===== config.mk =====
export PLATFORM = sky130hd
export DESIGN_NAME = bam_record_decoder_unit
export DESIGN_NICKNAME = d
export VERILOG_FILES = /design/src/hw/rtl/brd_pkg.sv /design/src/hw/rtl/brd_front.sv /design/src/hw/rtl/brd_queue.sv /design/src/hw/rtl/brd_back.sv /design/src/hw/rtl/bam_record_decoder_unit.sv
export SDC_FILE = /design/constraint.sdc
export NUM_CORES = 1
export LEC_CHECK = 0
export BUFFER_PORTS_ARGS = -buffer_cell sky130_fd_sc_hd__buf_2
export CORE_ASPECT_RATIO = 0.75
export CORE_MARGIN = 2
export CORE_UTILIZATION = 55
export DETAILED_ROUTE_END_ITERATION = 16
export PLACE_DENSITY = 0.82
export SETUP_SLACK_MARGIN = 0.1
export SYNTH_ARGS = -nofsm -noshare
export SYNTH_HDL_FRONTEND = slang
export SYNTH_SLANG_ARGS = --single-unit

===== constraint.sdc =====
create_clock -name clk -period 5.4 [get_ports clk]
set_clock_uncertainty 0.2 [all_clocks]
set_input_delay 0.27 -clock clk [delete_from_list [all_inputs] [get_ports clk]]
set_output_delay 0.27 -clock clk [all_outputs]
set_load 0.03 [all_outputs]

===== src/hw/rtl/brd_pkg.sv =====
// Shared types, constants and lookup tables of the BAM record decoder.
`timescale 1ns / 1ps

package brd_pkg;

	// Depth of the queue between the parser and the output sequencer.
	localparam int QUEUE_DEPTH = 4;
	localparam int QPTR_W      = $clog2(QUEUE_DEPTH);
	localparam int QCNT_W      = $clog2(QUEUE_DEPTH + 1);

	localparam logic [7:0] QUAL_OFFSET  = 8'd33;
	localparam logic [7:0] QUAL_MISSING = 8'hFF;
	localparam logic [7:0] STAR_CHAR    = 8'h2A;

	// Parser phases in record order.
	typedef enum logic [3:0] {
		PH_LEN    = 4'd0,
		PH_REFID  = 4'd1,
		PH_POS    = 4'd2,
		PH_BMN    = 4'd3,
		PH_FLAGNC = 4'd4,
		PH_LSEQ   = 4'd5,
		PH_MREF   = 4'd6,
		PH_MPOS   = 4'd7,
		PH_TLEN   = 4'd8,
		PH_NAME   = 4'd9,
		PH_CIGAR  = 4'd10,
		PH_SEQ    = 4'd11,
		PH_QUAL   = 4'd12,
		PH_AUX    = 4'd13
	} phase_t;

	// Tags of the result items.
	typedef enum logic [3:0] {
		KIND_REF_ID   = 4'd0,
		KIND_POS      = 4'd1,
		KIND_MAPQ     = 4'd2,
		KIND_FLAG     = 4'd3,
		KIND_MATE_POS = 4'd4,
		KIND_NAME     = 4'd5,
		KIND_CIGAR    = 4'd6,
		KIND_BASE     = 4'd7,
		KIND_QUAL     = 4'd8,
		KIND_AUX      = 4'd9,
		KIND_END      = 4'd10
	} kind_t;

	// Everything one input byte produces: a main item, a second base and an end item.
	typedef struct packed {
		logic        main_vld;
		kind_t       main_kind;
		logic [32:0] main_value;
		logic [7:0]  main_letter;
		logic        base2_vld;
		logic [7:0]  base2_char;
		logic        end_vld;
	} bundle_t;

	// ASCII letter of a packed base code.
	function automatic logic [7:0] base_char(input logic [3:0] code);
		logic [7:0] c;
		case (code)
			4'd0:    c = "=";
			4'd1:    c = "A";
			4'd2:    c = "C";
			4'd3:    c = "M";
			4'd4:    c = "G";
			4'd5:    c = "R";
			4'd6:    c = "S";
			4'd7:    c = "V";
			4'd8:    c = "T";
			4'd9:    c = "W";
			4'd10:   c = "Y";
			4'd11:   c = "H";
			4'd12:   c = "K";
			4'd13:   c = "D";
			4'd14:   c = "B";
			default: c = "N";
		endcase
		return c;
	endfunction

	// ASCII letter of a CIGAR op code, zero for codes with no meaning.
	function automatic logic [7:0] op_char(input logic [3:0] code);
		logic [7:0] c;
		case (code)
			4'd0:    c = "M";
			4'd1:    c = "I";
			4'd2:    c = "D";
			4'd3:    c = "N";
			4'd4:    c = "S";
			4'd5:    c = "H";
			4'd6:    c = "P";
			4'd7:    c = "=";
			4'd8:    c = "X";
			default: c = 8'd0;
		endcase
		return c;
	endfunction

endpackage


===== src/hw/rtl/brd_front.sv =====
// Record parser: takes one byte per transfer and classifies it into a result bundle.
`timescale 1ns / 1ps

module brd_front (
	input  logic             clk,
	input  logic             arst_n,
	input  logic             in_valid,
	output logic             in_stall,
	input  logic [7:0]       data_byte,
	input  logic             q_full,
	output logic             push,
	output brd_pkg::bundle_t push_data
);
	import brd_pkg::*;

	phase_t      phase_q, phase_n;
	logic [1:0]  byte_q, byte_n;
	logic [31:0] acc_q, acc_n;
	logic [31:0] left_q, left_n;
	logic [7:0]  name_len_q, name_len_n;
	logic [15:0] cigar_cnt_q, cigar_cnt_n;
	logic [31:0] seq_len_q, seq_len_n;
	logic [31:0] cnt_q, cnt_n;
	logic        absent_q, absent_n;

	logic        accept;
	logic [31:0] word;
	logic        word_done;
	logic [31:0] left_dec;
	logic [32:0] cnt_inc;
	logic [31:0] seq_total;
	bundle_t     bun;

	// Next section of the record that has any bytes, starting at a given phase.
	function automatic phase_t pick(input phase_t ph, input logic [7:0] nl,
			input logic [15:0] cc, input logic [31:0] sl);
		phase_t r;
		if (ph <= PH_NAME && nl != 8'd0) begin
			r = PH_NAME;
		end else if (ph <= PH_CIGAR && cc != 16'd0) begin
			r = PH_CIGAR;
		end else if (ph <= PH_QUAL && sl != 32'd0) begin
			r = (ph <= PH_SEQ) ? PH_SEQ : PH_QUAL;
		end else begin
			r = PH_AUX;
		end
		return r;
	endfunction

	assign in_stall = q_full;
	assign accept   = in_valid && !q_full;

	assign word      = acc_q | ({24'd0, data_byte} << {byte_q, 3'b000});
	assign word_done = (byte_q == 2'd3);
	assign left_dec  = left_q - 32'd1;
	assign cnt_inc   = {1'b0, cnt_q} + 33'd1;
	assign seq_total = {1'b0, seq_len_q[31:1]} + {31'd0, seq_len_q[0]};

	// Parse step for the byte at the input.
	always_comb begin
		phase_n     = phase_q;
		byte_n      = byte_q;
		acc_n       = acc_q;
		left_n      = left_q;
		name_len_n  = name_len_q;
		cigar_cnt_n = cigar_cnt_q;
		seq_len_n   = seq_len_q;
		cnt_n       = cnt_q;
		absent_n    = absent_q;
		bun         = '0;

		// Little-endian word assembly, used by the word sections.
		if (word_done) begin
			byte_n = 2'd0;
			acc_n  = 32'd0;
		end else begin
			byte_n = byte_q + 2'd1;
			acc_n  = word;
		end

		if (phase_q != PH_LEN) begin
			left_n = left_dec;
		end

		case (phase_q)
			PH_LEN: begin
				if (word_done) begin
					left_n      = word;
					name_len_n  = 8'd0;
					cigar_cnt_n = 16'd0;
					seq_len_n   = 32'd0;
					absent_n    = 1'b0;
					cnt_n       = 32'd0;
					if (word == 32'd0) begin
						bun.end_vld = 1'b1;
						phase_n     = PH_LEN;
					end else begin
						phase_n = PH_REFID;
					end
				end
			end
			PH_REFID, PH_POS, PH_BMN, PH_FLAGNC, PH_LSEQ, PH_MREF, PH_MPOS, PH_TLEN: begin
				if (word_done) begin
					case (phase_q)
						PH_REFID: begin
							bun.main_vld   = 1'b1;
							bun.main_kind  = KIND_REF_ID;
							bun.main_value = {word[31], word};
						end
						PH_POS: begin
							bun.main_vld   = 1'b1;
							bun.main_kind  = KIND_POS;
							bun.main_value = {word[31], word} + 33'd1;
						end
						PH_BMN: begin
							name_len_n     = word[7:0];
							bun.main_vld   = 1'b1;
							bun.main_kind  = KIND_MAPQ;
							bun.main_value = {25'd0, word[15:8]};
						end
						PH_FLAGNC: begin
							cigar_cnt_n    = word[15:0];
							bun.main_vld   = 1'b1;
							bun.main_kind  = KIND_FLAG;
							bun.main_value = {17'd0, word[31:16]};
						end
						PH_LSEQ: begin
							seq_len_n = word;
						end
						PH_MPOS: begin
							bun.main_vld   = 1'b1;
							bun.main_kind  = KIND_MATE_POS;
							bun.main_value = {word[31], word} + 33'd1;
						end
						default: begin
						end
					endcase
					if (phase_q == PH_TLEN) begin
						phase_n = pick(PH_NAME, name_len_q, cigar_cnt_q, seq_len_q);
						cnt_n   = 32'd0;
					end else begin
						phase_n = phase_t'(phase_q + 4'd1);
					end
				end
			end
			PH_NAME: begin
				bun.main_vld   = 1'b1;
				bun.main_kind  = KIND_NAME;
				bun.main_value = {25'd0, data_byte};
				byte_n         = byte_q;
				acc_n          = acc_q;
				cnt_n          = cnt_inc[31:0];
				if (cnt_inc >= {25'd0, name_len_q}) begin
					phase_n = pick(PH_CIGAR, name_len_q, cigar_cnt_q, seq_len_q);
					cnt_n   = 32'd0;
				end
			end
			PH_CIGAR: begin
				if (word_done) begin
					bun.main_vld    = 1'b1;
					bun.main_kind   = KIND_CIGAR;
					bun.main_value  = {5'd0, word[31:4]};
					bun.main_letter = op_char(word[3:0]);
					cnt_n           = cnt_inc[31:0];
					if (cnt_inc >= {17'd0, cigar_cnt_q}) begin
						phase_n = pick(PH_SEQ, name_len_q, cigar_cnt_q, seq_len_q);
						cnt_n   = 32'd0;
					end
				end
			end
			PH_SEQ: begin
				bun.main_vld   = 1'b1;
				bun.main_kind  = KIND_BASE;
				bun.main_value = {25'd0, base_char(data_byte[7:4])};
				bun.base2_vld  = ({cnt_q, 1'b1} < {1'b0, seq_len_q});
				bun.base2_char = base_char(data_byte[3:0]);
				byte_n         = byte_q;
				acc_n          = acc_q;
				cnt_n          = cnt_inc[31:0];
				if (cnt_inc >= {1'b0, seq_total}) begin
					phase_n = pick(PH_QUAL, name_len_q, cigar_cnt_q, seq_len_q);
					cnt_n   = 32'd0;
				end
			end
			PH_QUAL: begin
				byte_n = byte_q;
				acc_n  = acc_q;
				if (cnt_q == 32'd0 && data_byte == QUAL_MISSING) begin
					absent_n       = 1'b1;
					bun.main_vld   = 1'b1;
					bun.main_kind  = KIND_QUAL;
					bun.main_value = {25'd0, STAR_CHAR};
				end else if (!absent_q) begin
					bun.main_vld   = 1'b1;
					bun.main_kind  = KIND_QUAL;
					bun.main_value = {25'd0, data_byte + QUAL_OFFSET};
				end
				cnt_n = cnt_inc[31:0];
				if (cnt_inc >= {1'b0, seq_len_q}) begin
					phase_n = PH_AUX;
					cnt_n   = 32'd0;
				end
			end
			default: begin
				byte_n         = byte_q;
				acc_n          = acc_q;
				bun.main_vld   = 1'b1;
				bun.main_kind  = KIND_AUX;
				bun.main_value = {25'd0, data_byte};
			end
		endcase

		// The last byte of a record closes it, whatever section it falls in.
		if (phase_q != PH_LEN && left_dec == 32'd0) begin
			bun.end_vld = 1'b1;
			phase_n     = PH_LEN;
			cnt_n       = 32'd0;
			byte_n      = 2'd0;
			acc_n       = 32'd0;
		end
	end

	assign push      = accept && (bun.main_vld || bun.base2_vld || bun.end_vld);
	assign push_data = bun;

	// Parser state advances on every input transfer.
	always_ff @(posedge clk or negedge arst_n) begin
		if (!arst_n) begin
			phase_q     <= PH_LEN;
			byte_q      <= 2'd0;
			acc_q       <= 32'd0;
			left_q      <= 32'd0;
			name_len_q  <= 8'd0;
			cigar_cnt_q <= 16'd0;
			seq_len_q   <= 32'd0;
			cnt_q       <= 32'd0;
			absent_q    <= 1'b0;
		end else if (accept) begin
			phase_q     <= phase_n;
			byte_q      <= byte_n;
			acc_q       <= acc_n;
			left_q      <= left_n;
			name_len_q  <= name_len_n;
			cigar_cnt_q <= cigar_cnt_n;
			seq_len_q   <= seq_len_n;
			cnt_q       <= cnt_n;
			absent_q    <= absent_n;
		end
	end

	// Inside a record the byte count never sits at zero.
	a_left_nonzero: assert property (@(posedge clk) disable iff (!arst_n)
		(phase_q != PH_LEN) |-> (left_q != 32'd0))
		else $error("record byte count is zero inside a record");

endmodule


===== src/hw/rtl/brd_queue.sv =====
// Short queue of result bundles between the parser and the output sequencer.
`timescale 1ns / 1ps

module brd_queue (
	input  logic             clk,
	input  logic             arst_n,
	input  logic             push,
	input  brd_pkg::bundle_t push_data,
	output logic             full,
	input  logic             pop,
	output logic             empty,
	output brd_pkg::bundle_t head
);
	import brd_pkg::*;

	bundle_t           entry_q [QUEUE_DEPTH];
	logic [QPTR_W-1:0] wr_ptr_q;
	logic [QPTR_W-1:0] rd_ptr_q;
	logic [QCNT_W-1:0] count_q;

	assign full  = (count_q == QCNT_W'(QUEUE_DEPTH));
	assign empty = (count_q == '0);
	assign head  = entry_q[rd_ptr_q];

	// Entry storage.
	always_ff @(posedge clk) begin
		if (push) begin
			entry_q[wr_ptr_q] <= push_data;
		end
	end

	// Pointers and fill count.
	always_ff @(posedge clk or negedge arst_n) begin
		if (!arst_n) begin
			wr_ptr_q <= '0;
			rd_ptr_q <= '0;
			count_q  <= '0;
		end else begin
			if (push) begin
				wr_ptr_q <= (wr_ptr_q == QPTR_W'(QUEUE_DEPTH - 1)) ? '0 : wr_ptr_q + 1'b1;
			end
			if (pop) begin
				rd_ptr_q <= (rd_ptr_q == QPTR_W'(QUEUE_DEPTH - 1)) ? '0 : rd_ptr_q + 1'b1;
			end
			if (push && !pop) begin
				count_q <= count_q + 1'b1;
			end else if (pop && !push) begin
				count_q <= count_q - 1'b1;
			end
		end
	end

	a_no_overflow: assert property (@(posedge clk) disable iff (!arst_n)
		push |-> !full)
		else $error("push into a full queue");

	a_no_underflow: assert property (@(posedge clk) disable iff (!arst_n)
		pop |-> !empty)
		else $error("pop from an empty queue");

endmodule


===== src/hw/rtl/brd_back.sv =====
// Output sequencer: expands each bundle into result items, one transfer per cycle while the receiver does not stall.
`timescale 1ns / 1ps

module brd_back (
	input  logic               clk,
	input  logic               arst_n,
	input  logic               empty,
	input  brd_pkg::bundle_t   head,
	output logic               pop,
	output logic               out_valid,
	input  logic               out_stall,
	output logic [3:0]         item_kind,
	output logic signed [32:0] item_value,
	output logic [7:0]         cigar_letter,
	output logic               last_of_record
);
	import brd_pkg::*;

	logic [2:0]  done_q;
	logic [2:0]  pend;
	logic [2:0]  sel;
	logic        out_free;
	logic        load;
	logic        last;
	logic        valid_q;
	kind_t       kind_q;
	logic [32:0] value_q;
	logic [7:0]  letter_q;
	logic        eor_q;
	kind_t       kind_n;
	logic [32:0] value_n;
	logic [7:0]  letter_n;

	// Items of the head bundle still to go: main, second base, end.
	assign pend     = empty ? 3'b000
		: ({head.end_vld, head.base2_vld, head.main_vld} & ~done_q);
	assign sel      = pend & (~pend + 3'd1);
	assign out_free = !valid_q || !out_stall;
	assign load     = out_free && (pend != 3'b000);
	assign last     = ((pend & ~sel) == 3'b000);
	assign pop      = load && last;

	// Payload of the selected item.
	always_comb begin
		kind_n   = KIND_END;
		value_n  = 33'd0;
		letter_n = 8'd0;
		if (sel[0]) begin
			kind_n   = head.main_kind;
			value_n  = head.main_value;
			letter_n = head.main_letter;
		end else if (sel[1]) begin
			kind_n  = KIND_BASE;
			value_n = {25'd0, head.base2_char};
		end
	end

	// Record of which items of the head bundle went out.
	always_ff @(posedge clk or negedge arst_n) begin
		if (!arst_n) begin
			done_q  <= 3'b000;
			valid_q <= 1'b0;
		end else begin
			if (load) begin
				done_q <= last ? 3'b000 : (done_q | sel);
			end
			if (out_free) begin
				valid_q <= load;
			end
		end
	end

	// Output register.
	always_ff @(posedge clk) begin
		if (load) begin
			kind_q   <= kind_n;
			value_q  <= value_n;
			letter_q <= letter_n;
			eor_q    <= sel[2];
		end
	end

	assign out_valid      = valid_q;
	assign item_kind      = kind_q;
	assign item_value     = value_q;
	assign cigar_letter   = letter_q;
	assign last_of_record = eor_q;

	// The record-end flag travels only with an end item.
	a_eor_kind: assert property (@(posedge clk) disable iff (!arst_n)
		(valid_q && eor_q) |-> (kind_q == KIND_END))
		else $error("record end flag on an item that is not an end item");

endmodule


===== src/hw/rtl/bam_record_decoder_unit.sv =====
// Path: a byte's bundle is written into the four-entry bundle queue between the parser
// and the output sequencer; its items leave through the output register. Throughput: one
// byte per cycle in unless the queue is full; one result item per cycle out unless the
// receiver stalls, so a byte with a second base or a record end gives two or three items.
// Reset: asynchronous; the parser waits for a record length word and the queue and
// output are empty.
`timescale 1ns / 1ps

module bam_record_decoder_unit (
	input  logic               clk,
	input  logic               arst_n,
	input  logic               in_valid,
	output logic               in_stall,
	input  logic [7:0]         data_byte,
	output logic               out_valid,
	input  logic               out_stall,
	output logic [3:0]         item_kind,
	output logic signed [32:0] item_value,
	output logic [7:0]         cigar_letter,
	output logic               last_of_record
);
	import brd_pkg::*;

	logic    push;
	bundle_t push_data;
	logic    q_full;
	logic    pop;
	logic    q_empty;
	bundle_t head;

	// Parser front end.
	brd_front u_front (
		.clk       (clk),
		.arst_n    (arst_n),
		.in_valid  (in_valid),
		.in_stall  (in_stall),
		.data_byte (data_byte),
		.q_full    (q_full),
		.push      (push),
		.push_data (push_data)
	);

	// Bundle queue.
	brd_queue u_queue (
		.clk       (clk),
		.arst_n    (arst_n),
		.push      (push),
		.push_data (push_data),
		.full      (q_full),
		.pop       (pop),
		.empty     (q_empty),
		.head      (head)
	);

	// Output sequencer.
	brd_back u_back (
		.clk            (clk),
		.arst_n         (arst_n),
		.empty          (q_empty),
		.head           (head),
		.pop            (pop),
		.out_valid      (out_valid),
		.out_stall      (out_stall),
		.item_kind      (item_kind),
		.item_value     (item_value),
		.cigar_letter   (cigar_letter),
		.last_of_record (last_of_record)
	);

endmodule


# Word-level counts from Yosys, hierarchy flattened

Memory sizes are Yosys's and may differ from the RTL's.
Index checks and enable logic that the tools add are counted.

Flip-flop bits (word level): 216
Bits in latches: 0
Bits in writable memories: 224
ROM bits: 336
Input port bits: 12
Output and inout port bits: 48
Logic and storage cells: 192
Memories kept: 4

Add/sub/neg operators: 12
Multipliers: 0
Div/mod/pow operators: 0
Order comparisons: 5
Equal/unequal tests: 31
Shift operators: 1
Muxes and demuxes: 72
Bitwise logic cells: 8
Reduce and logical (&&, ||, !) cells: 41

Memories:

| name            | words | bits a word | read ports | clocked after Yosys merged registers in | wr ports | RTL line        | source |
|---|---|---|---|---|---|---|---|
| u_queue.entry_q | 4     | 56          | 1          | 0                                       | 1        | brd_queue.sv:16 | `bundle_t entry_q [QUEUE_DEPTH];` |
| (no name shown) | 16    | 7           | 1          | 0                                       | 0        | brd_pkg.sv:86   | `case (code)` |
| (no name shown) | 16    | 7           | 1          | 0                                       | 0        | brd_pkg.sv:62   | `case (code)` |
| (no name shown) | 16    | 7           | 1          | 0                                       | 0        | brd_pkg.sv:62   |  |

Operators by type and width:

| cell                    | count |
|---|---|
| $mux W32                | 17 |
| $pmux W38 S6            | 1 |
| $pmux W32 S6            | 1 |
| $pmux W38 S5            | 1 |
| $mux W38                | 3 |
| $logic_not A32 Y1       | 3 |
| $ge A33 B32 Y1          | 2 |
| $pmux W32 S2            | 1 |
| $mux W4                 | 13 |
| $mux W16                | 3 |
| $mux W46                | 1 |
| $mux W8                 | 5 |
| $add A32 B1 Y33 const B | 1 |
| $add A32 B2 Y33 const B | 1 |
| $ge A33 B16 Y1          | 1 |
| $ge A33 B8 Y1           | 1 |
| $lt A33 B32 Y1          | 1 |
| $mux W33                | 1 |
| $add A31 B1 Y32         | 1 |
| $or A32 B32 Y32         | 1 |
| $pmux W16 S2            | 1 |
| $reduce_bool A32 Y1     | 1 |
| $shl A8 B5 Y32          | 1 |
| $sub A32 B1 Y32 const B | 1 |
| 42 further kinds        | 107 |

# Longest topological paths before layout

Depth after elaboration: 13
Gate-level depth with buffers: 23
Gate-level depth less buffers: 20

# By module

From an unflattened synthesis, not the netlist that was laid out.

Cell total of the unflattened synthesis: 2452
Area total of the unflattened synthesis: 25703.4 um^2

Modules (own cells, without submodules):

| module    | instances | cells an instance | area an instance (um^2) | sequential area each (um^2) |
|---|---|---|---|---|
| brd_front | 1         | 1991              | 15112.0                 | 3978.8 |
| brd_queue | 1         | 330               | 8518.2                  | 6901.6 |
| brd_back  | 1         | 131               | 2073.2                  | 1481.4 |

# Worst setup path before layout

Ideal clock, no wire load.

Kind: reg2reg
Start point: register u_front.left_q[0]
End point: memory u_queue.entry_q[0][0] (netlist bit) (enable)
Library setup time: 0.417 ns
Arrival time: 4.591 ns
Required time: 4.783 ns
Slack: 0.192 ns
Stages on the path, launching flop included: 15
Buffers on the path: 3
Period minus slack after synthesis: 5.208 ns
Cell sequence: dfrtp_1 clkbuf_1 inv_1 ha_1 clkbuf_1 or4b_1 clkbuf_1 nor4_1 a21oi_1 or3b_2 nand4_1 nor4_4 a31o_2 o21a_2 and2_1

RTL lines:

| element                | RTL line         | source |
|---|---|---|
| from (decl)            | brd_front.sv:19  | `logic [31:0] left_q, left_n;` |
| from (signal assigned) | brd_front.sv:242 | `left_q <= left_n;` |
| to (decl)              | brd_queue.sv:16  |  |

# Final worst setup path

Start point: register u_front.cnt_q[14]
End point: register u_front.cnt_q[2]

Word-level cells in the longest chain between the ends: 6
Elaborated cells between the ends (all ways): 12
Classes of those cells: add/sub: 1; order compare: 4; mux: 7

RTL lines:

| element                | RTL line         | source |
|---|---|---|
| from (decl)            | brd_front.sv:23  | `logic [31:0] cnt_q, cnt_n;` |
| from (signal assigned) | brd_front.sv:246 | `cnt_q <= cnt_n;` |
| $add A32 B1 Y33 *      | brd_front.sv:56  | `assign cnt_inc = {1'b0, cnt_q} + 33'd1;` |
| $ge A33 B16 Y1         | brd_front.sv:165 | `if (cnt_inc >= {17'd0, cigar_cnt_q}) begin` |
| $mux W32               | brd_front.sv:165 |  |
| $mux W32               | brd_front.sv:159 | `if (word_done) begin` |
| $pmux W32 S6 *         | brd_front.sv:85  | `case (phase_q)` |
| $mux W32 *             | brd_front.sv:214 | `if (phase_q != PH_LEN && left_dec == 32'd0) begin` |

Mark *: on every way between the ends. The rest lies on a longest branch, timed or not. The select of a mux whose other input is x is not followed.
A chain may end at the register's enable or synchronous reset.

==> run summary <==
Root Driver -> clkbuf_16
Final min period -> 4.988 ns
Top_reg_cell synth -> edfxtp_1
Number of port buffers -> 58
CTS tree -> yes
Final slew viol count -> 0
Initial core utilization -> 0.5565
Pin count of the biggest net entering global routing -> 90
Post-DP HPWL -> 55890 µm
WP depth -> 16
Die Span Y -> 190.9 µm
Full die area -> 0.04833 mm²
H-Tree Depth -> 2
Vias in the first global route -> 20.47k
Critical path, cell by cell -> nand4_1 > or4_1 > buf_4 > nor4_2 > xor2_1 > ha_1 > a21o_1 > a21o_1 > a211oi_1 > o21ai_0 > a31oi_1 > o2111ai_1 > a31o_2 > buf_4 > o31ai_1 > a21o_1
Setup Crit Path Kind -> flop to flop
Yosys Warn Count -> 0
Switching share of power -> 0.4430
Fillers -> 3625
Synth top area cells -> edfxtp_1 (31%), dfrtp_1 (17%), ha_1 (7.3%)
Placed cells -> 3145
Status -> completed
RSZ-0062 raised after global routing -> false
Pre-antenna DRT Iters -> 7
Most frequent cells in the layout -> edfxtp_1 (261), nand2_1 (209), nor2_1 (192), dfrtp_1 (167), o21ai_0 (162)
# Post-CTS Setup Buffers -> 0
Buf/Inv on CP -> 2
Share of post-route cells with drive strength above 1 -> 0.1522
WP data arrival -> 5.31 ns
Part of the cycle the worst path needs -> 0.9238
Slew HR -> 0.1874
Worst-path clk slew -> 0.06 ns
Worst R2R Path Depth -> 16
P_sw -> 0.007336 W
Maximum VDD drop -> 498.8 µV
Hold Path Stages -> 4
Antenna-violating nets left -> 0
Unique cell type count in the Yosys netlist -> 95
Max Buffers Root-to-Sink -> 3
Most common cell after layout, fill and taps aside -> edfxtp_1
Finished layout cell area -> 0.02856 mm²
Sequential Power Share -> 0.333
Critical Path Max Stage Delay -> 0.60 ns
Seq/Total Area, Yosys -> 0.4721
Core area -> 0.04603 mm²
Worst-skew pair later-pin latency -> 0.59 ns
CP Capture Type -> flop
Leakage power -> 11.08 nW
Number of vias per cell -> 6.640
First-pass GRT wire length -> 119800 µm
Top cell type's share of synthesized area -> 0.3060
Mapped Cells -> 2492
Area grow syn2layout -> 11.51%
Final setup viols -> 0
CTS Buf Count -> 43
Net Count, Synth -> 2654
Worst hold path class -> input port to flop
TNS Setup -> 0 ns
Post-Syn Area -> 0.02561 mm²
Cell family with most CP delay -> compound AO/OA/AOI/OAI gates
Clock sinks -> 431
GPL Wtd Cong -> 1.012
Initial antenna violation count -> 3
GRT Total Usage -> 0.3226
CP most frequent cell -> a21o_1
P per Cell Area -> 579.9 mW/mm²
Avg Cell Area, Syn -> 10.28 µm²
Area of placed instances -> 0.02715 mm²
Post-DR wirelength/cell -> 23.97 µm
Number of synthesized register bits -> 431
Initial drt markers -> 3151
Clock share of power -> 0.178
CP required -> 5.72 ns
Overflow after GRT -> 0
Non-filler cells, final -> 3229
DRT Wirelength -> 77400 µm
Post-synth EDFFs -> 261
Fraction of registers with async set/reset -> 0.3944
Hold Vio Cnt, Final -> 0
Die Wd -> 253.2 µm
Slowest cell on crit path -> or4_1
DRC Markers -> 0
Max-cap violation count -> 0
Total Nets Final -> 2724
Measured slew at the worst slew-check pin -> 1.219 ns
Post-synth top area cell -> edfxtp_1
Vias -> 21.44k
Comb power frac -> 0.489
Fmax -> 0.2005 GHz
Pint -> 0.009225 W
Startpoint Class -> flop
Row cnt -> 68
Crit path max fanout -> 10
I/O Pins -> 60
==> cell usage after synthesis (all sizes together) (61+ instances only) <==
cell type,instances
nor3,61
nor2,192
xnor2,62
a21oi,144
ha,149
clkbuf,130
nand3,86
nand2,210
dfrtp,170
o21ai,171
edfxtp,261
inv,104
==> kinds of logic (layout without fill, tap and decap cells) <==
logic type,after synthesis,after routing,synth area share
xor+xnor,78,78,0.02667
other cells,1,4,0.0001464
fa+ha+maj,153,153,0.07474
compound gates,613,613,0.1517
flops,431,431,0.4721
mux,87,87,0.06067
simple gates,860,860,0.1720
buf+inv,269,373,0.04201
==> layout make-up <==
cell class | count | area [µm²] | share of cell area
Antenna cell | 3 | 7.507 | 0.0002628
Clock buffer | 60 | 1200 | 0.04201
Clock inverter | 19 | 165.2 | 0.005783
Inverter | 104 | 390.4 | 0.01367
Multi-Input combinational cell | 1792 | 12520 | 0.4383
Sequential cell | 431 | 12100 | 0.4236
Tap cell | 630 | 788.3 | 0.02760
Timing Repair Buffer | 190 | 1393 | 0.04876
==> power groups by stage <==
stage	logic [W]	registers [W]	clock network (W)
finish	0.00809	0.00552	0.00295
global route	0.00864	0.00563	0.00310
CTS	0.00787	0.00549	0.00297
detailed placement	0.00782	0.00555	0
global placement	0.00759	0.00547	0
floorplan	0.00509	0.00551	0
==> worst reg2reg max path, delay by kind of cell, from the launching register on <==
kind,cells,cell delay (ns)
xor gates and xnor gates,1,0.35
and+or+nand+nor,3,1.30
buffers and inverters,2,0.40
AOI/OAI and AO/OA,9,1.87
adders and majority gates,1,0.31
DFF,1,0.50
==> stage by stage <==
stage	setup slack [ns]	total power, W	util	hold WS (ns)
final	0.4117	0.01656	0.6205	0.08780
after global routing	0.1016	0.01737	0.6204	0.1137
after CTS	0.3124	0.01634	0.6200	0.06491
after detailed placement	0.3766	0.01336	0.5899	0.2270
after global placement	0.4102	0.01306	0.5899	0.2156
after floorplan	0.1919	0.01060	-	-0.2256
==> timing repair <==
action	CTS	global route
resized for setup	0	4
endpoints found under the setup margin	0	23
hold buffers	2	0
hold endpoints to repair	90	0
==> path summary, 6_finish.rpt <==
path,from,end,slack [ns]
worst max-delay path,u_front.cnt_q[14],u_front.cnt_q[2],0.41
worst min-delay path,in_valid,u_front.left_q[14],0.09
worst max register to register,u_front.cnt_q[14],u_front.cnt_q[2],0.41
worst min register to register,u_front.acc_q[5],u_front.acc_q[5],0.29
max in group asynchronous,arst_n,u_queue.rd_ptr_q[0],3.64
min in group asynchronous,arst_n,u_front.left_q[17],0.18
==> metal layers <==
metal  vias to the layer above  share of wire  track usage
li1                       9467              -            -
met1                     10295           0.41       0.4693
met2                      1418           0.41       0.4482
met3                       260           0.13       0.1021
met4                         0          0.040       0.1252
met5                         -              0            0
==> sequential cells by signal, indices dropped and copies added (netlist names), 7 cells and up <==
register,cells
u_queue.entry_q,216
u_front.seq_len_q,32
u_back.cigar_letter,7
u_front.name_len_q,8
u_front.left_q,32
u_front.cigar_cnt_q,16
u_front.cnt_q,32
u_front.acc_q,32
u_back.item_value,33
Power figures use the tool's default switching activity.
